<file path="config.mk">
export PLATFORM = sky130hd
export DESIGN_NAME = radio_telegram_sensor_decoder_flat
export DESIGN_NICKNAME = d
export VERILOG_FILES = /design/src/hdl/rtsd_pkg.sv /design/src/hdl/rtsd_char_if.sv /design/src/hdl/rtsd_note_if.sv /design/src/hdl/rtsd_regs.sv /design/src/hdl/rtsd_front.sv /design/src/hdl/rtsd_queue.sv /design/src/hdl/rtsd_back.sv /design/src/hdl/radio_telegram_sensor_decoder.sv /design/src/flat_wrapper.sv
export SDC_FILE = /design/constraint.sdc
export NUM_CORES = 1
export LEC_CHECK = 0
export BUFFER_PORTS_ARGS = -buffer_cell sky130_fd_sc_hd__buf_2
export CAP_MARGIN = 20
export CORE_AREA = 2 2 228 163
export DETAILED_ROUTE_END_ITERATION = 8
export DIE_AREA = 0 0 230 165
export PLACE_DENSITY = 0.79
export SKIP_CTS_REPAIR_TIMING = 1
export SYNTH_ARGS = -nofsm -noshare
export SYNTH_HDL_FRONTEND = slang
export SYNTH_SLANG_ARGS = --single-unit
</file>
<file path="constraint.sdc">
create_clock -name clk -period 13.3 [get_ports clk]
set_input_delay 2.66 -clock clk [delete_from_list [all_inputs] [get_ports clk]]
set_output_delay 2.66 -clock clk [all_outputs]
set_load 0.03 [all_outputs]
</file>
<file path="src/hdl/rtsd_pkg.sv">
// Radio telegram sensor decoder: shared types and constants.
// No dependencies; compiled first.
package rtsd_pkg;

    // Frame layout
    localparam int unsigned FRAME_CHARS = 28;
    localparam logic [4:0]  LAST_POS    = 5'(FRAME_CHARS - 1);

    // Configuration port
    localparam int unsigned PADDR_W   = 5;
    localparam int unsigned REG_IDX_W = 3;
    localparam logic [REG_IDX_W-1:0] REG_SENSOR_COUNT = 3'd0;

    // Frame queue between front and back
    localparam int unsigned QUEUE_DEPTH = 2;
    localparam int unsigned QUEUE_AW    = $clog2(QUEUE_DEPTH);

    // Notification kinds
    localparam logic [2:0] KIND_BTN1  = 3'd0;
    localparam logic [2:0] KIND_BTN2  = 3'd1;
    localparam logic [2:0] KIND_TEMP  = 3'd2;
    localparam logic [2:0] KIND_LIGHT = 3'd3;
    localparam logic [2:0] KIND_VOLT  = 3'd4;

    typedef enum logic [1:0] {
        CLS_ROCKER  = 2'd0,
        CLS_CONTACT = 2'd1,
        CLS_4BS     = 2'd2
    } frame_cls_t;

    // One accepted frame waiting to be turned into notifications.
    // b1/b2 are two-bit two's complement button or contact states.
    typedef struct packed {
        logic [31:0] sender;
        frame_cls_t  cls;
        logic [31:0] data;
        logic [1:0]  b1;
        logic [1:0]  b2;
    } desc_t;

    typedef struct packed {
        logic at_last;
        logic push;
    } front_stat_t;

endpackage

</file>
<file path="src/hdl/rtsd_char_if.sv">
// Character channel: one ASCII hex character per beat.
// Stand-alone interface, no dependencies.
interface rtsd_char_if;
    logic       valid;
    logic       ready;
    logic [7:0] hex_char;

    modport source (output valid, output hex_char, input ready);
    modport sink   (input valid, input hex_char, output ready);
endinterface

</file>
<file path="src/hdl/rtsd_note_if.sv">
// Notification channel: one sensor result per beat.
// Stand-alone interface, no dependencies.
interface rtsd_note_if;
    logic              valid;
    logic              ready;
    logic [31:0]       sensor_id;
    logic [2:0]        field_kind;
    logic signed [9:0] reading;
    logic              last;

    modport source (output valid, output sensor_id, output field_kind, output reading,
                    output last, input ready);
    modport sink   (input valid, input sensor_id, input field_kind, input reading,
                    input last, output ready);
endinterface

</file>
<file path="src/hdl/rtsd_regs.sv">
// APB register bank: sensor count and sensor ID table.
// Depends on rtsd_pkg.
module rtsd_regs
    import rtsd_pkg::*;
#(
    parameter int unsigned MAX_SENSORS = 6
)
(
    input  logic                        clk,
    input  logic                        rst_n,
    input  logic                        psel,
    input  logic                        penable,
    input  logic                        pwrite,
    input  logic [PADDR_W-1:0]          paddr,
    input  logic [31:0]                 pwdata,
    output logic [31:0]                 prdata,
    output logic                        pready,
    output logic [2:0]                  sensor_count,
    output logic [MAX_SENSORS-1:0][31:0] sensor_ids
);

    logic [REG_IDX_W-1:0]          reg_idx;
    logic                          wr_en;
    logic [2:0]                    count_reg;
    logic [MAX_SENSORS-1:0][31:0]  ids_reg;

    assign reg_idx = paddr[PADDR_W-1:2];
    assign wr_en   = psel && penable && pwrite;
    assign pready  = 1'b1;

    always_ff @(posedge clk or negedge rst_n)
    begin
        if (!rst_n)
        begin
            count_reg <= '0;
            ids_reg   <= '0;
        end
        else if (wr_en)
        begin
            if (reg_idx == REG_SENSOR_COUNT)
            begin
                count_reg <= pwdata[2:0];
            end
            for (int i = 0; i < MAX_SENSORS; i++)
            begin
                if (reg_idx == REG_IDX_W'(i + 1))
                begin
                    ids_reg[i] <= pwdata;
                end
            end
        end
    end

    always_comb
    begin
        prdata = '0;
        if (reg_idx == REG_SENSOR_COUNT)
        begin
            prdata = {29'd0, count_reg};
        end
        for (int i = 0; i < MAX_SENSORS; i++)
        begin
            if (reg_idx == REG_IDX_W'(i + 1))
            begin
                prdata = ids_reg[i];
            end
        end
    end

    assign sensor_count = count_reg;
    assign sensor_ids   = ids_reg;

endmodule

</file>
<file path="src/hdl/rtsd_front.sv">
// Front end: hex character assembly, sender filter and frame classification.
// Depends on rtsd_pkg and rtsd_char_if.
module rtsd_front
    import rtsd_pkg::*;
#(
    parameter int unsigned MAX_SENSORS = 6
)
(
    input  logic                         clk,
    input  logic                         rst_n,
    rtsd_char_if.sink                    char_in,
    input  logic [2:0]                   sensor_count,
    input  logic [MAX_SENSORS-1:0][31:0] sensor_ids,
    input  logic                         q_full,
    output desc_t                        push_desc,
    output front_stat_t                  stat
);

    localparam logic [2:0] MAX_CNT = 3'(MAX_SENSORS);

    localparam logic [7:0] TYPE_ROCKER  = 8'h05;
    localparam logic [7:0] TYPE_CONTACT = 8'h06;
    localparam logic [7:0] TYPE_4BS     = 8'h07;
    localparam logic [7:0] CONTACT_OPEN = 8'h08;
    localparam logic [7:0] CONTACT_SHUT = 8'h09;

    localparam logic [7:0] RK_B1_DOWN  = 8'h10;
    localparam logic [7:0] RK_B1_UP    = 8'h30;
    localparam logic [7:0] RK_B2_DOWN  = 8'h50;
    localparam logic [7:0] RK_B2_UP    = 8'h70;
    localparam logic [7:0] RK_UP_UP    = 8'h37;
    localparam logic [7:0] RK_DN_DN    = 8'h15;
    localparam logic [7:0] RK_DN_UP    = 8'h17;
    localparam logic [7:0] RK_UP_DN    = 8'h35;
    localparam logic [7:0] RK_RELEASED = 8'h00;

    localparam logic [1:0] ST_DOWN = 2'b11;
    localparam logic [1:0] ST_ZERO = 2'b00;
    localparam logic [1:0] ST_UP   = 2'b01;

    logic [4:0]  pos_reg,    pos_next;
    logic [3:0]  hi_reg,     hi_next;
    logic [7:0]  type_reg,   type_next;
    logic [31:0] data_reg,   data_next;
    logic [31:0] sender_reg, sender_next;
    logic        bad_reg,    bad_next;
    logic        match_reg,  match_next;

    logic        accept;
    logic        at_last;
    logic [3:0]  nib;
    logic        hex_ok;
    logic [7:0]  byte_val;
    logic [3:0]  byte_idx;
    logic [2:0]  n_eff;
    logic        cls_ok;
    frame_cls_t  cls;
    logic [1:0]  b1, b2;

    assign at_last       = (pos_reg == LAST_POS);
    assign char_in.ready = !(at_last && q_full);
    assign accept        = char_in.valid && char_in.ready;

    // ASCII hex decode; anything else reads as zero and flags the frame
    always_comb
    begin
        nib    = 4'd0;
        hex_ok = 1'b1;
        priority if (char_in.hex_char >= 8'h30 && char_in.hex_char <= 8'h39)
        begin
            nib = char_in.hex_char[3:0];
        end
        else if ((char_in.hex_char >= 8'h41 && char_in.hex_char <= 8'h46) ||
                 (char_in.hex_char >= 8'h61 && char_in.hex_char <= 8'h66))
        begin
            nib = char_in.hex_char[3:0] + 4'd9;
        end
        else
        begin
            hex_ok = 1'b0;
        end
    end

    assign byte_val = {hi_reg, nib};
    assign byte_idx = pos_reg[4:1];

    always_comb
    begin
        pos_next    = pos_reg;
        hi_next     = hi_reg;
        type_next   = type_reg;
        data_next   = data_reg;
        sender_next = sender_reg;
        bad_next    = bad_reg;
        if (accept)
        begin
            if (!pos_reg[0])
            begin
                hi_next = nib;
            end
            else if (byte_idx == 4'd3)
            begin
                type_next = byte_val;
            end
            else if (byte_idx >= 4'd4 && byte_idx <= 4'd7)
            begin
                data_next = {data_reg[23:0], byte_val};
            end
            else if (byte_idx >= 4'd8 && byte_idx <= 4'd11)
            begin
                sender_next = {sender_reg[23:0], byte_val};
            end
            if (at_last)
            begin
                pos_next = '0;
                bad_next = 1'b0;
            end
            else
            begin
                pos_next = pos_reg + 5'd1;
                bad_next = bad_reg || !hex_ok;
            end
        end
    end

    // Sender is complete four characters before frame end; compare every cycle
    assign n_eff = (sensor_count > MAX_CNT) ? MAX_CNT : sensor_count;

    always_comb
    begin
        match_next = 1'b0;
        for (int i = 0; i < MAX_SENSORS; i++)
        begin
            if ((3'(i) < n_eff) && (sensor_ids[i] == sender_reg))
            begin
                match_next = 1'b1;
            end
        end
    end

    // Classification from the stored type and data bytes
    always_comb
    begin
        cls    = CLS_4BS;
        cls_ok = 1'b0;
        b1     = ST_ZERO;
        b2     = ST_ZERO;
        priority if (type_reg == TYPE_ROCKER)
        begin
            cls    = CLS_ROCKER;
            cls_ok = 1'b1;
            unique case (data_reg[31:24])
                RK_B1_DOWN:  begin b1 = ST_DOWN; b2 = ST_ZERO; end
                RK_B1_UP:    begin b1 = ST_UP;   b2 = ST_ZERO; end
                RK_B2_DOWN:  begin b1 = ST_ZERO; b2 = ST_DOWN; end
                RK_B2_UP:    begin b1 = ST_ZERO; b2 = ST_UP;   end
                RK_UP_UP:    begin b1 = ST_UP;   b2 = ST_UP;   end
                RK_DN_DN:    begin b1 = ST_DOWN; b2 = ST_DOWN; end
                RK_DN_UP:    begin b1 = ST_DOWN; b2 = ST_UP;   end
                RK_UP_DN:    begin b1 = ST_UP;   b2 = ST_DOWN; end
                RK_RELEASED: begin b1 = ST_ZERO; b2 = ST_ZERO; end
                default:     cls_ok = 1'b0;
            endcase
        end
        else if (type_reg == TYPE_CONTACT)
        begin
            cls = CLS_CONTACT;
            if (data_reg[7:0] == CONTACT_OPEN)
            begin
                cls_ok = 1'b1;
                b1     = ST_ZERO;
            end
            else if (data_reg[7:0] == CONTACT_SHUT)
            begin
                cls_ok = 1'b1;
                b1     = ST_UP;
            end
        end
        else if (type_reg == TYPE_4BS)
        begin
            cls    = CLS_4BS;
            cls_ok = 1'b1;
        end
    end

    assign push_desc.sender = sender_reg;
    assign push_desc.cls    = cls;
    assign push_desc.data   = data_reg;
    assign push_desc.b1     = b1;
    assign push_desc.b2     = b2;

    assign stat.at_last = at_last;
    assign stat.push    = accept && at_last && !bad_reg && hex_ok && match_reg && cls_ok;

    always_ff @(posedge clk or negedge rst_n)
    begin
        if (!rst_n)
        begin
            pos_reg    <= '0;
            hi_reg     <= '0;
            type_reg   <= '0;
            data_reg   <= '0;
            sender_reg <= '0;
            bad_reg    <= 1'b0;
            match_reg  <= 1'b0;
        end
        else
        begin
            pos_reg    <= pos_next;
            hi_reg     <= hi_next;
            type_reg   <= type_next;
            data_reg   <= data_next;
            sender_reg <= sender_next;
            bad_reg    <= bad_next;
            match_reg  <= match_next;
        end
    end

endmodule

</file>
<file path="src/hdl/rtsd_queue.sv">
// Short frame queue between front and back ends.
// Depends on rtsd_pkg.
module rtsd_queue
    import rtsd_pkg::*;
(
    input  logic  clk,
    input  logic  rst_n,
    input  logic  push,
    input  desc_t push_desc,
    output logic  full,
    input  logic  pop,
    output logic  not_empty,
    output desc_t head
);

    desc_t                 mem [QUEUE_DEPTH];
    logic [QUEUE_AW-1:0]   wr_ptr_reg, rd_ptr_reg;
    logic [QUEUE_AW:0]     count_reg,  count_next;

    assign full      = (count_reg == (QUEUE_AW + 1)'(QUEUE_DEPTH));
    assign not_empty = (count_reg != '0);
    assign head      = mem[rd_ptr_reg];

    always_comb
    begin
        count_next = count_reg;
        if (push && !pop)
        begin
            count_next = count_reg + 1'b1;
        end
        else if (pop && !push)
        begin
            count_next = count_reg - 1'b1;
        end
    end

    always_ff @(posedge clk)
    begin
        if (push)
        begin
            mem[wr_ptr_reg] <= push_desc;
        end
    end

    always_ff @(posedge clk or negedge rst_n)
    begin
        if (!rst_n)
        begin
            wr_ptr_reg <= '0;
            rd_ptr_reg <= '0;
            count_reg  <= '0;
        end
        else
        begin
            if (push)
            begin
                wr_ptr_reg <= wr_ptr_reg + 1'b1;
            end
            if (pop)
            begin
                rd_ptr_reg <= rd_ptr_reg + 1'b1;
            end
            count_reg <= count_next;
        end
    end

endmodule

</file>
<file path="src/hdl/rtsd_back.sv">
// Back end: expands a queued frame into notification beats.
// Depends on rtsd_pkg and rtsd_note_if.
module rtsd_back
    import rtsd_pkg::*;
(
    input  logic          clk,
    input  logic          rst_n,
    input  logic          q_valid,
    input  desc_t         head,
    output logic          pop,
    rtsd_note_if.source   note_out
);

    logic [1:0]        idx_reg, idx_next;
    logic              ov_reg,  ov_next;
    logic [31:0]       id_reg;
    logic [2:0]        kind_reg;
    logic signed [9:0] rd_reg;
    logic              last_reg;

    logic              load;
    logic [2:0]        kind;
    logic signed [9:0] value;
    logic              is_last;
    logic [15:0]       t_scaled;
    logic [15:0]       t_sum;

    // D1*40 by shift-add, then /255 as (x + x/256 + 1) / 256
    assign t_scaled = {3'd0, head.data[15:8], 5'd0} + {5'd0, head.data[15:8], 3'd0};
    assign t_sum    = t_scaled + {8'd0, t_scaled[15:8]} + 16'd1;

    always_comb
    begin
        kind    = KIND_BTN1;
        value   = '0;
        is_last = 1'b1;
        unique case (head.cls)
            CLS_ROCKER:
            begin
                if (idx_reg == 2'd0)
                begin
                    kind    = KIND_BTN1;
                    value   = {{8{head.b1[1]}}, head.b1};
                    is_last = 1'b0;
                end
                else
                begin
                    kind  = KIND_BTN2;
                    value = {{8{head.b2[1]}}, head.b2};
                end
            end
            CLS_CONTACT:
            begin
                kind  = KIND_BTN1;
                value = {{8{head.b1[1]}}, head.b1};
            end
            CLS_4BS:
            begin
                unique case (idx_reg)
                    2'd0:
                    begin
                        kind    = KIND_TEMP;
                        value   = {2'd0, t_sum[15:8]};
                        is_last = 1'b0;
                    end
                    2'd1:
                    begin
                        kind    = KIND_LIGHT;
                        value   = {1'b0, head.data[23:16], 1'b0};
                        is_last = 1'b0;
                    end
                    default:
                    begin
                        kind  = KIND_VOLT;
                        value = {1'b0, head.data[31:24], 1'b0};
                    end
                endcase
            end
            default:
            begin
                kind    = KIND_BTN1;
                value   = '0;
                is_last = 1'b1;
            end
        endcase
    end

    assign load = q_valid && (!ov_reg || note_out.ready);
    assign pop  = load && is_last;

    always_comb
    begin
        idx_next = idx_reg;
        ov_next  = ov_reg;
        if (load)
        begin
            ov_next  = 1'b1;
            idx_next = is_last ? 2'd0 : idx_reg + 2'd1;
        end
        else if (note_out.ready)
        begin
            ov_next = 1'b0;
        end
    end

    always_ff @(posedge clk or negedge rst_n)
    begin
        if (!rst_n)
        begin
            idx_reg <= '0;
            ov_reg  <= 1'b0;
        end
        else
        begin
            idx_reg <= idx_next;
            ov_reg  <= ov_next;
        end
    end

    always_ff @(posedge clk)
    begin
        if (load)
        begin
            id_reg   <= head.sender;
            kind_reg <= kind;
            rd_reg   <= value;
            last_reg <= is_last;
        end
    end

    assign note_out.valid      = ov_reg;
    assign note_out.sensor_id  = id_reg;
    assign note_out.field_kind = kind_reg;
    assign note_out.reading    = rd_reg;
    assign note_out.last       = last_reg;

endmodule

</file>
<file path="src/hdl/radio_telegram_sensor_decoder.sv">
// Top level of the radio telegram sensor decoder.
// Depends on rtsd_pkg, rtsd_char_if, rtsd_note_if, rtsd_regs, rtsd_front,
// rtsd_queue and rtsd_back.

// The decoder takes one ASCII hex character per beat on char_in, 28 to a
// telegram, and packs character pairs into bytes. At the final character of
// a telegram whose sender ID matches one of the first sensor_count entries of
// the ID table (and which held no non-hex character), it gives one to three
// notification beats on note_out: two button states for a rocker telegram
// (type 05h), one contact state (type 06h), or temperature, light and supply
// voltage for a 4BS telegram (type 07h); last marks the final beat of each
// telegram. Unknown types or patterns give nothing. Throughput: one
// character per clock while char_in is not stalled; a telegram's
// notifications leave one per clock from the back end while note_out is
// ready, passing through the frame queue and then the output register.
// The two-entry frame queue between front and back only stalls char_in
// at a telegram's last character, and then only while two telegrams are
// still queued behind a stalled note_out. Registers: 0h sensor_count,
// 4h..18h sensor IDs 0..5, written by the user only while the block is
// idle, which the block does not enforce. No clearing pass after reset.
module radio_telegram_sensor_decoder
    import rtsd_pkg::*;
#(
    parameter int unsigned MAX_SENSORS = 6
)
(
    input  logic                clk,
    input  logic                rst_n,
    rtsd_char_if.sink           char_in,
    rtsd_note_if.source         note_out,
    input  logic                psel,
    input  logic                penable,
    input  logic                pwrite,
    input  logic [PADDR_W-1:0]  paddr,
    input  logic [31:0]         pwdata,
    output logic [31:0]         prdata,
    output logic                pready
);

    logic [2:0]                   sensor_count;
    logic [MAX_SENSORS-1:0][31:0] sensor_ids;

    desc_t       push_desc;
    desc_t       head;
    front_stat_t front_stat;
    logic        q_full;
    logic        q_valid;
    logic        q_pop;

    rtsd_regs #(
        .MAX_SENSORS (MAX_SENSORS)
    ) u_regs (
        .clk          (clk),
        .rst_n        (rst_n),
        .psel         (psel),
        .penable      (penable),
        .pwrite       (pwrite),
        .paddr        (paddr),
        .pwdata       (pwdata),
        .prdata       (prdata),
        .pready       (pready),
        .sensor_count (sensor_count),
        .sensor_ids   (sensor_ids)
    );

    // Front: character assembly, ID filter, telegram classification
    rtsd_front #(
        .MAX_SENSORS (MAX_SENSORS)
    ) u_front (
        .clk          (clk),
        .rst_n        (rst_n),
        .char_in      (char_in),
        .sensor_count (sensor_count),
        .sensor_ids   (sensor_ids),
        .q_full       (q_full),
        .push_desc    (push_desc),
        .stat         (front_stat)
    );

    // Decouples the front from a stalled notification sink
    rtsd_queue u_queue (
        .clk       (clk),
        .rst_n     (rst_n),
        .push      (front_stat.push),
        .push_desc (push_desc),
        .full      (q_full),
        .pop       (q_pop),
        .not_empty (q_valid),
        .head      (head)
    );

    // Back: scaling and one notification beat per cycle while note_out is ready
    rtsd_back u_back (
        .clk      (clk),
        .rst_n    (rst_n),
        .q_valid  (q_valid),
        .head     (head),
        .pop      (q_pop),
        .note_out (note_out)
    );

    // A telegram is never pushed into a full queue
    a_no_push_full: assert property (@(posedge clk) disable iff (!rst_n)
        front_stat.push |-> !q_full)
        else $error("frame pushed into full queue");

    // Character input only stalls at a telegram's last character
    a_stall_at_end: assert property (@(posedge clk) disable iff (!rst_n)
        !char_in.ready |-> front_stat.at_last)
        else $error("character stall away from telegram end");

    // Temperature and light beats are never the last of a telegram
    a_mid_not_last: assert property (@(posedge clk) disable iff (!rst_n)
        note_out.valid && (note_out.field_kind == KIND_TEMP ||
                           note_out.field_kind == KIND_LIGHT) |-> !note_out.last)
        else $error("last flag on a mid-telegram beat");

    // Voltage and second button close a telegram
    a_end_is_last: assert property (@(posedge clk) disable iff (!rst_n)
        note_out.valid && (note_out.field_kind == KIND_VOLT ||
                           note_out.field_kind == KIND_BTN2) |-> note_out.last)
        else $error("closing beat without last flag");

endmodule

</file>
<file path="src/flat_wrapper.sv">
// flat-port wrapper written by rule: the top's interface ports become plain ports
module radio_telegram_sensor_decoder_flat import rtsd_pkg::*;
#(
    parameter int unsigned MAX_SENSORS = 6
)
  (clk, rst_n, psel, penable, pwrite, paddr, pwdata, prdata, pready, char_in_valid, char_in_hex_char, char_in_ready, note_out_valid, note_out_sensor_id, note_out_field_kind, note_out_reading, note_out_last, note_out_ready);
  rtsd_char_if char_in_i ();
  rtsd_note_if note_out_i ();
  input  logic clk;
  input  logic rst_n;
  input  logic psel;
  input  logic penable;
  input  logic pwrite;
  input  logic [PADDR_W-1:0] paddr;
  input  logic [31:0] pwdata;
  output logic [31:0] prdata;
  output logic pready;
  input wire logic [$bits(char_in_i.valid)-1:0] char_in_valid;
  input wire logic [$bits(char_in_i.hex_char)-1:0] char_in_hex_char;
  output wire logic [$bits(char_in_i.ready)-1:0] char_in_ready;
  output wire logic [$bits(note_out_i.valid)-1:0] note_out_valid;
  output wire logic [$bits(note_out_i.sensor_id)-1:0] note_out_sensor_id;
  output wire logic [$bits(note_out_i.field_kind)-1:0] note_out_field_kind;
  output wire logic [$bits(note_out_i.reading)-1:0] note_out_reading;
  output wire logic [$bits(note_out_i.last)-1:0] note_out_last;
  input wire logic [$bits(note_out_i.ready)-1:0] note_out_ready;
  assign char_in_i.valid = char_in_valid;
  assign char_in_i.hex_char = char_in_hex_char;
  assign char_in_ready = char_in_i.ready;
  assign note_out_valid = note_out_i.valid;
  assign note_out_sensor_id = note_out_i.sensor_id;
  assign note_out_field_kind = note_out_i.field_kind;
  assign note_out_reading = note_out_i.reading;
  assign note_out_last = note_out_i.last;
  assign note_out_i.ready = note_out_ready;
  radio_telegram_sensor_decoder #(.MAX_SENSORS(MAX_SENSORS)) u_core (.clk(clk), .rst_n(rst_n), .char_in(char_in_i), .note_out(note_out_i), .psel(psel), .penable(penable), .pwrite(pwrite), .paddr(paddr), .pwdata(pwdata), .prdata(prdata), .pready(pready));
endmodule
</file>
; Word level (Yosys, flattened, before mapping)
; Memories as Yosys holds them, arrays and structs flattened.
; Index checks and enable logic that the tools add are counted.
[classes]
order_cmp = 17
n_mux = 51
div = 0
shifts = 0
mul = 0
n_reduce_logical = 57
n_bitwise = 3
n_addsub = 10
eq_ne = 31
[ops]
columns = op, count
row1 = $eq A32 B32 Y1, 6
row2 = $mux W32, 6
row3 = $pmux W10 S3, 1
row4 = $mux W1, 25
row5 = $eq A8 B3 Y1 const B, 3
row6 = $eq A8 B5 Y1 const B, 3
row7 = $eq A8 B6 Y1 const B, 3
row8 = $logic_and A1 B1 Y1, 24
row9 = $pmux W9 S2, 1
row10 = $add A16 B1 Y16 const B, 1
row11 = $add A16 B8 Y16, 1
row12 = $eq A8 B4 Y1 const B, 2
row13 = $eq A8 B7 Y1 const B, 2
row14 = $ge A8 B7 Y1 const B, 2
row15 = $le A8 B7 Y1 const B, 2
row16 = $reduce_and A2 Y1, 8
row17 = $add A13 B11 Y14, 1
row18 = $mux W2, 7
row19 = $pmux W3 S2, 2
row20 = $reduce_or A3 Y1, 4
row21 = $mux W10, 1
row22 = $eq A3 B3 Y1 const B, 3
row23 = $reduce_or A9 Y1, 1
row24 = $ge A8 B6 Y1 const B, 1
row25 = 36 further kinds, 59
[word_totals]
out_inout_bits = 81
ramBits = 140
mem_bits_ro = 0
memories = 1
inputBits = 52
latch_bits = 0
reg_bits = 331
word_cells = 193
[mem_list]
columns = memory, words, word_bits, read_ports, rd_ports_with_merged_regs, write_ports, line
row1 = u_core.u_queue.mem, 2, 70, 1, 0, 1, rtsd_queue.sv:16  ; desc_t mem [QUEUE_DEPTH];

; Logic depth before layout (Yosys ltp)
; Gate-level depths: netlist (run 1).
[logic_depth]
word_depth = 13
depth_mapped = 16
ltp_nobuf = 13

; Modules after synthesis
; From an unflattened synthesis (run 1), not the netlist that was laid out.
[hier_totals]
hier_cells = 1661
hier_area_um2 = 22945.8
[by_module_without_submodules]
columns = mod, cells_each, seq_area_each_um2, instances, area_each_um2
row1 = rtsd_regs, 651, 4879.7, 1, 9086.2
row2 = rtsd_front, 583, 2077.0, 1, 5824.3
row3 = rtsd_queue, 234, 4304.1, 1, 5591.6
row4 = rtsd_back, 193, 1456.4, 1, 2443.6

; Worst setup path before layout (run 1)
; Ideal clock, no wire load.
[synth_path]
kind = input to register
start = input char_in_hex_char[0]
end = memory u_core.u_queue.mem[0][0] (netlist bit) (enable)
cell_stages = 7
path_buffers = 0
required_ns = 12.818
setup_ns = 0.482
arrival_ns = 7.035
slack_ns = 5.782
cell_sequence = inv_1 -> ha_1 -> o21bai_1 -> a2111oi_1 -> nor2_1 -> or4_1 -> nor2_1
[synth_via]
elab_chain_len = 10
elab_cells_between_ends = 17
classes_between = 6 x order compare / 4 x mux / 7 x reduce/logical
[synth_rtl]
columns = item, line
row1 = from (decl), flat_wrapper.sv:19  ; input wire logic [$bits(char_in_i.hex_char)-1:0] char_in_hex_char;
row2 = "$ge A8 B7 Y1, or another cell as far along", rtsd_front.sv:73  ; else if ((char_in.hex_char >= 8'h41 && char_in.hex_char <= 8'h46) ||
row3 = $logic_and A1 B1 Y1 (on tied branches), "rtsd_front.sv:73, rtsd_front.sv:74"
row4 = $logic_or A1 B1 Y1, rtsd_front.sv:73
row5 = $mux W1, rtsd_front.sv:73
row6 = $mux W1 (*), rtsd_front.sv:69  ; priority if (char_in.hex_char >= 8'h30 && char_in.hex_char <= 8'h39)
row7 = $logic_and A1 B1 Y1 (*) (3 in a row), rtsd_front.sv:193  ; assign stat.push = accept && at_last && !bad_reg && hex_ok && match_reg && cls_ok;
row8 = $mux W1 (*), rtsd_queue.sv:39  ; if (push)
row9 = $mux W1 (implied by the code) (*), rtsd_queue.sv:41  ; mem[wr_ptr_reg] <= push_desc;
row10 = to (decl), rtsd_queue.sv:16
; Mark *: on every way between the ends. The rest lies on a longest branch, timed or not.

; Worst setup path after layout (run 1)
[layout_path]
start = input paddr[3]
end = output prdata[29]
[layout_via]
elab_chain_len = 7
elab_cells_between_ends = 12
classes_between = 6 x eq/ne / 6 x mux
[layout_rtl]
columns = item, line
row1 = from (decl), flat_wrapper.sv:14  ; input logic [PADDR_W-1:0] paddr;
row2 = $eq A3 B1 Y1, rtsd_regs.sv:63  ; if (reg_idx == REG_IDX_W'(i + 1))
row3 = $mux W32 (5 in a row), rtsd_regs.sv:63
row4 = $mux W32 (*), rtsd_regs.sv:63
row5 = to (decl), flat_wrapper.sv:16  ; output logic [31:0] prdata;
; Marks and branches as above.

==> results of run 1 <==
==> per-stage QoR <==
stage | cell area (sq um) | total power (W) | instances
2_1_floorplan | 21520 | 0.002197 | 1728
4_1_cts | 24000 | 0.003678 | 2325
3_3_place_gp | 22580 | 0.002417 | 2249
5_1_grt | 24060 | 0.003829 | 2331
6_report | 24070 | 0.003703 | 2332
3_5_place_dp | 22580 | 0.002443 | 2249
==> cells in the mapped netlist, types with 42 or more instances <==
cell type and count:
a21oi_1 45, clkbuf_1 100, dfrtp_1 285, edfxtp_1 170, inv_1 44, mux2_2 284, nand2_1 79, nand4_1 42
nor2_1 123, o21ai_0 119, xnor2_1 141, xor2_1 60
==> routing by layer <==
metal  up-vias  GRT usage
li1       6393          -
met1      7416     0.4748
met2       814     0.4344
met3        99     0.1407
met4         4    0.07977
met5         -          0
==> area by class of cell <==
cell class,instances,area (sq um)
tap,480,600.6
clock buffer,66,1304
antenna,4,10.01
clock inverter,10,121.4
timing repair buffer,152,860.8
fill,2577,11490
inverter,45,168.9
multi-input combinational,1120,8762
sequential,455,12240
==> cell usage in the layout (no fill, tap or decap), types with 25 or more instances in the layout <==
| master | count |
|---|---|
| a21oi_1 | 45 |
| a221oi_1 | 29 |
| buf_2 | 127 |
| clkbuf_16 | 44 |
| dfrtp_1 | 284 |
| edfxtp_1 | 170 |
| inv_1 | 44 |
| mux2_2 | 284 |
| mux2i_1 | 37 |
| nand2_1 | 79 |
| nand4_1 | 42 |
| nor2_1 | 115 |
| nor4_1 | 25 |
| o21ai_0 | 119 |
| xnor2_1 | 141 |
| xor2_1 | 60 |
==> critical path, delay by kind of cell <==
| family | cells | cell delay, ns |
|---|---|---|
| AO/OA/AOI/OAI | 2 | 0.79 |
| buffers and inverters | 2 | 0.84 |
| AND/OR/NAND/NOR | 1 | 0.85 |
==> final timing paths <==
path	from	endpoint	cells after the start
worst max-delay path	paddr[3]	prdata[29]	5
worst min-delay path	u_core.u_front.data_reg[17]$_DFFE_PN0P_	u_core.u_queue.mem[1][21]$_DFFE_PP_	0
worst max register to register	u_core.u_queue.rd_ptr_reg$_DFFE_PN0P_	u_core.u_back.note_out.reading[2]$_DFFE_PP_	14
worst min register to register	u_core.u_front.data_reg[17]$_DFFE_PN0P_	u_core.u_queue.mem[1][21]$_DFFE_PP_	0
max in group asynchronous	rst_n	u_core.u_front.sender_reg[19]$_DFFE_PN0P_	3
min in group asynchronous	rst_n	u_core.u_regs.sensor_ids[22]$_DFFE_PN0P_	1
==> report_power, final <==
group / total (W) / internal (W) / switching, W
clock: 0.00125 / 0.000715 / 0.000530
combinational: 0.000621 / 0.000276 / 0.000344
sequential: 0.00184 / 0.00163 / 0.000204
==> cell families after synthesis <==
family / Yosys count / share of synthesized area
AOI/OAI and AO/OA: 253 / 0.07239
adders and majority gates: 16 / 0.009652
muxes: 324 / 0.1690
other: 1 / 0.0001743
DFF: 455 / 0.5686
xor gates and xnor gates: 201 / 0.08181
buffers and inverters: 153 / 0.02698
and+or+nand+nor: 325 / 0.07140
==> run metrics, run 1 <==
status=finished, final reports clean; ys flop type=dfrtp_1; CP cell instances=buf_4, or2_2, o21ai_0, a221oi_1, buf_2; slew margin rel.=0.2553; Unique masters post-synth=62; total of max-cap violations=0; Die Y=165 um; CP arrival=5.16 ns; Pre-antenna DRT Iters=6; Worst-Margin Slew=1.107 ns; Max VDD drop=0.09250 mV; Met3 Routed Length=8429 um; PD cells=153.9 nW/um^2; Hold Path Class=reg -> reg; Yosys top cell by area=dfrtp_1; Util after Layout=0.6768; vias post-DR=14726; clk_skew=0.01454 ns; worst skew pair latency=0.56 ns; Seq cells post-synth=455; final WL=60520 um; fin worst setup slack=5.479 ns; clk buf depth=3; nets=1885; Period Utilization, post-route=0.5881; CP max stage cell=or2_2; fin. max-slew vios=0; Leakage=10.03 nW; Tmin final=7.821 ns; HPWL after detailed placement=40260 um; TritonCTS clock tree=done; CP Capture Type=output pin; achievable frequency=0.1279 GHz; critical path data required time=10.64 ns; Total GRT Usage=0.3223; FF-to-FF setup slack=8.27 ns; critical path launch point type=input pin; global-route wire length before repair=90310 um; EDFF count, synth=170; layout cell share with drive strength beyond 1=0.2857; final setup violation count=0; Syn Area/Cell=12.45 sq um; crit-path max cell delay=0.85 ns; io pins=133; pre-CTS setup slack=5.593 ns; Clock Pin Slew Worst Setup and Hold Paths=0.06 ns; max layer used=met5; CP max FO=50; gpl congestion=0.9905; DR DRC count=0; final number of hold-violating endpoints=0; flip-flop count of the largest register after layout=192; Final ANT Viol Nets=0; synth warn=0; CTS sink count=455; Post-synth ARST share=0.6264; final hold slack=0.4957 ns; Sum Neg Setup Slack=0 ns; vias per cell=6.315; Initial Util=0.6052; PortBufs=129; Num CTS Buffers=43; Iter 0 DRT Violations=1828; WL met2=24740 um; drt wl/cell=25.95 um; Root Buffer=clkbuf_16; total core area=35560 sq um; Cell Area, Synth=21520 sq um; Chip Width=230 um; met1 WL=26100 um; die footprint=37950 sq um; Worst Path Class, Setup=in -> out; top cell type's share of synthesized area=0.3314; Area Overhead vs Synth=11.83%; Syn Nets=1796; unrepaired setup endpoints after global routing=no; grt ovf=0; initial antenna violation count=7; Gate Count Post-Synth=1728; largest net degree at the start of global routing=128; top cells by area, synth=dfrtp_1 (33%), edfxtp_1 (24%), mux2_2 (15%); Cell Rows=58; Seq/Total Area, Yosys=0.5686; number of global-route vias before repair=14220; htree depth=2
Note: power is estimated with default switching activity, not from simulation.
==> run 2: changes to the inputs <==
clock period = 7.5 ns   (was 13.3 ns; I/O delays follow)
==> run 2 against run 1 <==
  * Sequential power increased by 77%
  * Critical path depth increased by 4
  * Sequential share of layout area decreased by 0.39 points
  * Critical path type unchanged
  * Largest cell class unchanged
  * Largest power group unchanged
==> run metrics, run 2 (synthesized netlist as in run 1, its figures left out) <==
status=finished, final reports clean; crit-path max cell delay=0.61 ns; Num CTS Buffers=44; TritonCTS clock tree=done; fin. max-slew vios=0; commonest cells after routing, fill and taps aside=mux2_2 (284), dfrtp_1 (284), edfxtp_1 (170); gpl congestion=1.005; total of max-cap violations=0; critical path data required time=6.00 ns; worst skew pair latency=0.57 ns; CP Capture Type=output pin; Critical Path Source=paddr[4]; dpl cells=2253; Critical path buffers and inverters=3; total core area=35560 sq um; sw frac=0.2845; Reg power frac=0.477; FILL cells=2495; Initial Util=0.6052; unrepaired setup endpoints after global routing=no; Pre-antenna DRT Iters=5; initial antenna violation count=5; cell mode on critical path=buf_2; CP arrival=4.17 ns; critical path's top delay family=buffers and inverters; non-filler instance count after layout=2338; drt wl/cell=26.07 um; Area Overhead vs Synth=12.70%; nets=1887; worst r2r src=u_core.u_queue.rd_ptr_reg$_DFFE_PN0P_; Cell Rows=58; CP max stage cell=buf_2; Placement Cell Area=22620 sq um; Hold Path Class=reg -> reg; achievable frequency=0.1764 GHz; htree depth=2; final setup violation count=0; Final ANT Viol Nets=0; Tmin final=5.669 ns; worst r2r path cells=13; CTS sink count=455; FF-to-FF End=u_core.u_back.note_out.reading[2]$_DFFE_PP_; largest net degree at the start of global routing=152; Root Buffer=clkbuf_16; die footprint=37950 sq um; PD cells=282.1 nW/um^2; slew margin rel.=0.2759; critical path launch point type=input pin; Clock Pin Slew Worst Setup and Hold Paths=0.06 ns; layout cell share with drive strength beyond 1=0.2880; CP max FO=35; clock power share=0.363; Worst-Margin Slew=1.086 ns; CP cell instances=buf_2, clkinv_1, nor2_1, a22oi_1, o21ai_0, o22ai_1, mux2i_1, o21a_1, buf_2; Critical Path Stages=9; number of global-route vias before repair=14279; global-route wire length before repair=89810 um; clk_skew=0.02066 ns; vias per cell=6.363; DR DRC count=0; Sum Neg Setup Slack=0 ns; Chip Width=230 um; HPWL after detailed placement=41180 um; Worst Path Class, Setup=in -> out; Switching Power=0.001946 W; Pint=0.004896 W; FF-to-FF setup slack=2.91 ns; Die Y=165 um; vias post-DR=14877; grt ovf=0; Leakage=10.11 nW; final number of hold-violating endpoints=0; Max VDD drop=0.2069 mV; io pins=133; critical path capture point=prdata[31]; flip-flop count of the largest register after layout=192; final instance area=24250 sq um; Iter 0 DRT Violations=1973; clk buf depth=3; combinational power share=0.160; PortBufs=129; Total GRT Usage=0.3224; Period Utilization, post-route=0.7558; final WL=60950 um
[run 2: cell count changes in the layout (fill, tap and decap cells not counted), sizes merged]
cell / delta
inv: -1
clkinv: +1
bufinv: +7
buf: +2
clkinvlp: +1
clkbuf: -4
[run 2: power by group through the flow]
stage	logic [W]	registers, W	clock network, W
finish	0.00110	0.00326	0.00248
global route	0.00117	0.00329	0.00260
CTS	0.00107	0.00324	0.00250
detailed placement	0.00105	0.00329	0
global placement	0.00103	0.00326	0
floorplan	0.000751	0.00315	0
[run 2: how the worst min path moves through the flow]
stage	to	from	cells after the start	slack, ns
after floorplan	u_core.u_queue.mem[0][38]$_DFFE_PP_	u_core.u_front.sender_reg[0]$_DFFE_PN0P_	0	0.44
after global routing	u_core.u_queue.mem[0][26]$_DFFE_PP_	u_core.u_front.data_reg[22]$_DFFE_PN0P_	0	0.51
after global placement	u_core.u_queue.mem[1][25]$_DFFE_PP_	u_core.u_front.data_reg[21]$_DFFE_PN0P_	0	0.47
after CTS	u_core.u_queue.mem[1][26]$_DFFE_PP_	u_core.u_front.data_reg[22]$_DFFE_PN0P_	0	0.50
after detailed placement	u_core.u_queue.mem[1][22]$_DFFE_PP_	u_core.u_front.data_reg[18]$_DFFE_PN0P_	0	0.48
final	u_core.u_front.bad_reg$_DFFE_PN0P_	u_core.u_front.bad_reg$_DFFE_PN0P_	2	0.49
[run 2: per-stage QoR]
stage                     power, W  worst slack [ns]  hold slack (ns)    util
after floorplan           0.003896             1.142           0.4402       -
after global placement    0.004289             1.948           0.4741  0.6360
after detailed placement  0.004339             1.900           0.4800  0.6360
after CTS                 0.006811             1.935           0.4971  0.6817
after global routing      0.007055             1.615           0.5119  0.6819
final                     0.006842             1.831           0.4934  0.6820
[run 2: layer usage]
| metal | track usage | share of wire | up-vias |
|---|---|---|---|
| li1 | - | - | 6397 |
| met5 | 0 | 0.00021 | - |
| met4 | 0.09120 | 0.025 | 2 |
| met2 | 0.4419 | 0.41 | 797 |
| met1 | 0.4824 | 0.43 | 7558 |
| met3 | 0.1141 | 0.13 | 123 |
[run 2: cell type report]
type                            count  area [sq um]  share of cell area
Clock inverter                     18         341.6             0.01408
Sequential cell                   455         12240              0.5046
Clock buffer                       63          1285             0.05298
Timing Repair Buffer              153         850.8             0.03508
Multi-Input combinational cell   1120          8757              0.3611
Inverter                           45         168.9            0.006965
Antenna cell                        4         10.01           0.0004127
Tap cell                          480         600.6             0.02476
[run 2: worst min-delay path: stages (launching register included)]
cell and delay (ns):
dfrtp_1 0.34, a21oi_1 0.04, nor2_1 0.07
==> run 3: changes to the inputs <==
clock period = 5.3 ns   (was 7.5 ns; I/O delays follow)
==> run 3 against run 2 <==
  * Clock skew down 0.0074 ns
  * Clock power up 30%
  * Critical path depth up 4
  * Wire length down 1.6%
  * Cell count up 0.38%
  * Sequential share of layout area up 0.099 points
  * Worst hold slack worse by 0.0094 ns
==> run metrics, run 3 (synthesized netlist as in run 1, its figures left out) <==
status=finished, final reports clean; initial antenna violation count=4; total of max-cap violations=0; flip-flop count of the largest register after layout=192; nets=1896; worst r2r src=u_core.u_queue.rd_ptr_reg$_DFFE_PN0P_; vias per cell=6.356; Max VDD drop=0.2877 mV; critical path data required time=5.59 ns; PD cells=388.0 nW/um^2; dpl cells=2261; crit-path max cell delay=0.76 ns; final instance area=24200 sq um; Tmin final=4.488 ns; combinational power share=0.165; Initial Util=0.6052; Reg power frac=0.491; final number of hold-violating endpoints=0; global-route wire length before repair=90160 um; Leakage=10.11 nW; Hold Path Class=in -> async; clock power share=0.344; achievable frequency=0.2228 GHz; final setup violation count=0; non-filler instance count after layout=2347; Sum Neg Setup Slack=0 ns; largest net degree at the start of global routing=124; Global Route met2 Usage=0.4340; unrepaired setup endpoints after global routing=no; Area Overhead vs Synth=12.48%; PortBufs=129; clk_skew=0.01326 ns; Num CTS Buffers=44; htree depth=2; drt wl/cell=25.56 um; Pre-antenna DRT Iters=5; Switching Power=0.002709 W; Period Utilization, post-route=0.8468; total core area=35560 sq um; sw frac=0.2885; fin. max-slew vios=0; met3 Use GR=0.1055; Iter 0 DRT Violations=1696; vias post-DR=14918; Die Y=165 um; Cell Rows=58; Total GRT Usage=0.3197; CP max stage cell=dfrtp_2; critical path's top delay family=compound AO/OA/AOI/OAI gates; Worst Path Class, Setup=reg -> reg; FILL cells=2531; Util after Layout=0.6807; Placement Cell Area=22700 sq um; grt ovf=0; Clock Pin Slew Worst Setup and Hold Paths=0.07 ns; CTS sink count=455; CP max FO=27; CP Capture Type=register; io pins=133; CP arrival=4.78 ns; final WL=60000 um; commonest cells after routing, fill and taps aside=mux2_2 (284), dfrtp_1 (284), edfxtp_1 (170); critical path launch point type=register; clk buf depth=3; Critical path buffers and inverters=0; TritonCTS clock tree=done; Chip Width=230 um; DR DRC count=0; number of global-route vias before repair=14208; CP cell instances=mux2_2, ha_1, fa_1, a211oi_1, nor3b_1, o21ai_0, a21oi_1, ha_1, a21oi_1, o31a_1, nor2_1, a211oi_1, o221ai_1; die footprint=37950 sq um; slew margin rel.=0.2802; Pint=0.006682 W; final hold slack=0.4841 ns; Top Usage Layer GRT=met1; gpl congestion=0.9808; Final ANT Viol Nets=0; HPWL after detailed placement=41500 um; layout cell share with drive strength beyond 1=0.2897; met1 usage=0.4901; Worst-Margin Slew=1.080 ns; worst skew pair latency=0.57 ns; Critical Path Source=u_core.u_queue.rd_ptr_reg$_DFFE_PN0P_; Root Buffer=clkbuf_16
[run 3: cell types whose count changed in the layout (fill, tap and decap cells not counted), sizes merged]
cell and delta:
clkinv +6, bufinv -5, clkinvlp -1, inv +2, diode -1, clkbuf -1, buf +9
[run 3: final cells by class]
| cell class | count | area (sq um) | share of cell area |
|---|---|---|---|
| Antenna cell | 3 | 7.507 | 0.0003102 |
| Clock buffer | 62 | 1281 | 0.05293 |
| Clock inverter | 20 | 207.7 | 0.008581 |
| Inverter | 45 | 168.9 | 0.006979 |
| Multi-Input combinational cell | 1120 | 8757 | 0.3618 |
| Sequential cell | 455 | 12240 | 0.5056 |
| Tap cell | 480 | 600.6 | 0.02481 |
| Timing Repair Buffer | 162 | 943.4 | 0.03898 |
[run 3: final timing paths]
| path | slack [ns] | end | depth (start not counted) |
|---|---|---|---|
| min in group clk | 0.49 | u_core.u_queue.mem[1][25]$_DFFE_PP_ | 0 |
| min reg2reg | 0.49 | u_core.u_queue.mem[1][25]$_DFFE_PP_ | 0 |
| max in group asynchronous | 3.49 | u_core.u_regs.sensor_ids[115]$_DFFE_PN0P_ | 2 |
| max reg2reg | 0.81 | u_core.u_back.note_out.reading[2]$_DFFE_PP_ | 13 |
| min | 0.48 | u_core.u_regs.sensor_ids[86]$_DFFE_PN0P_ | 1 |
| max | 0.81 | u_core.u_back.note_out.reading[2]$_DFFE_PP_ | 13 |
[run 3: power by group through the flow]
stage          logic [W]  registers (W)  clock network, W
2_1_floorplan    0.00106        0.00445                 0
3_3_place_gp     0.00146        0.00461                 0
3_5_place_dp     0.00148        0.00465                 0
4_1_cts          0.00150        0.00459           0.00326
5_1_grt          0.00164        0.00465           0.00342
6_report         0.00155        0.00461           0.00323
[run 3: metrics by stage]
| step | setup slack (ns) | power [W] |
|---|---|---|
| 2_1_floorplan | -0.6175 | 0.005513 |
| 3_5_place_dp | 0.8898 | 0.006133 |
| 3_3_place_gp | 0.9963 | 0.006067 |
| 5_1_grt | 0.4506 | 0.009706 |
| 4_1_cts | 0.8445 | 0.009352 |
| 6_report | 0.8118 | 0.009391 |
[run 3: routing by layer]
metal | vias to the layer above | share of wire
li1 | 6415 | -
met1 | 7544 | 0.44
met2 | 860 | 0.41
met3 | 99 | 0.13
met4 | 0 | 0.021
met5 | - | 0
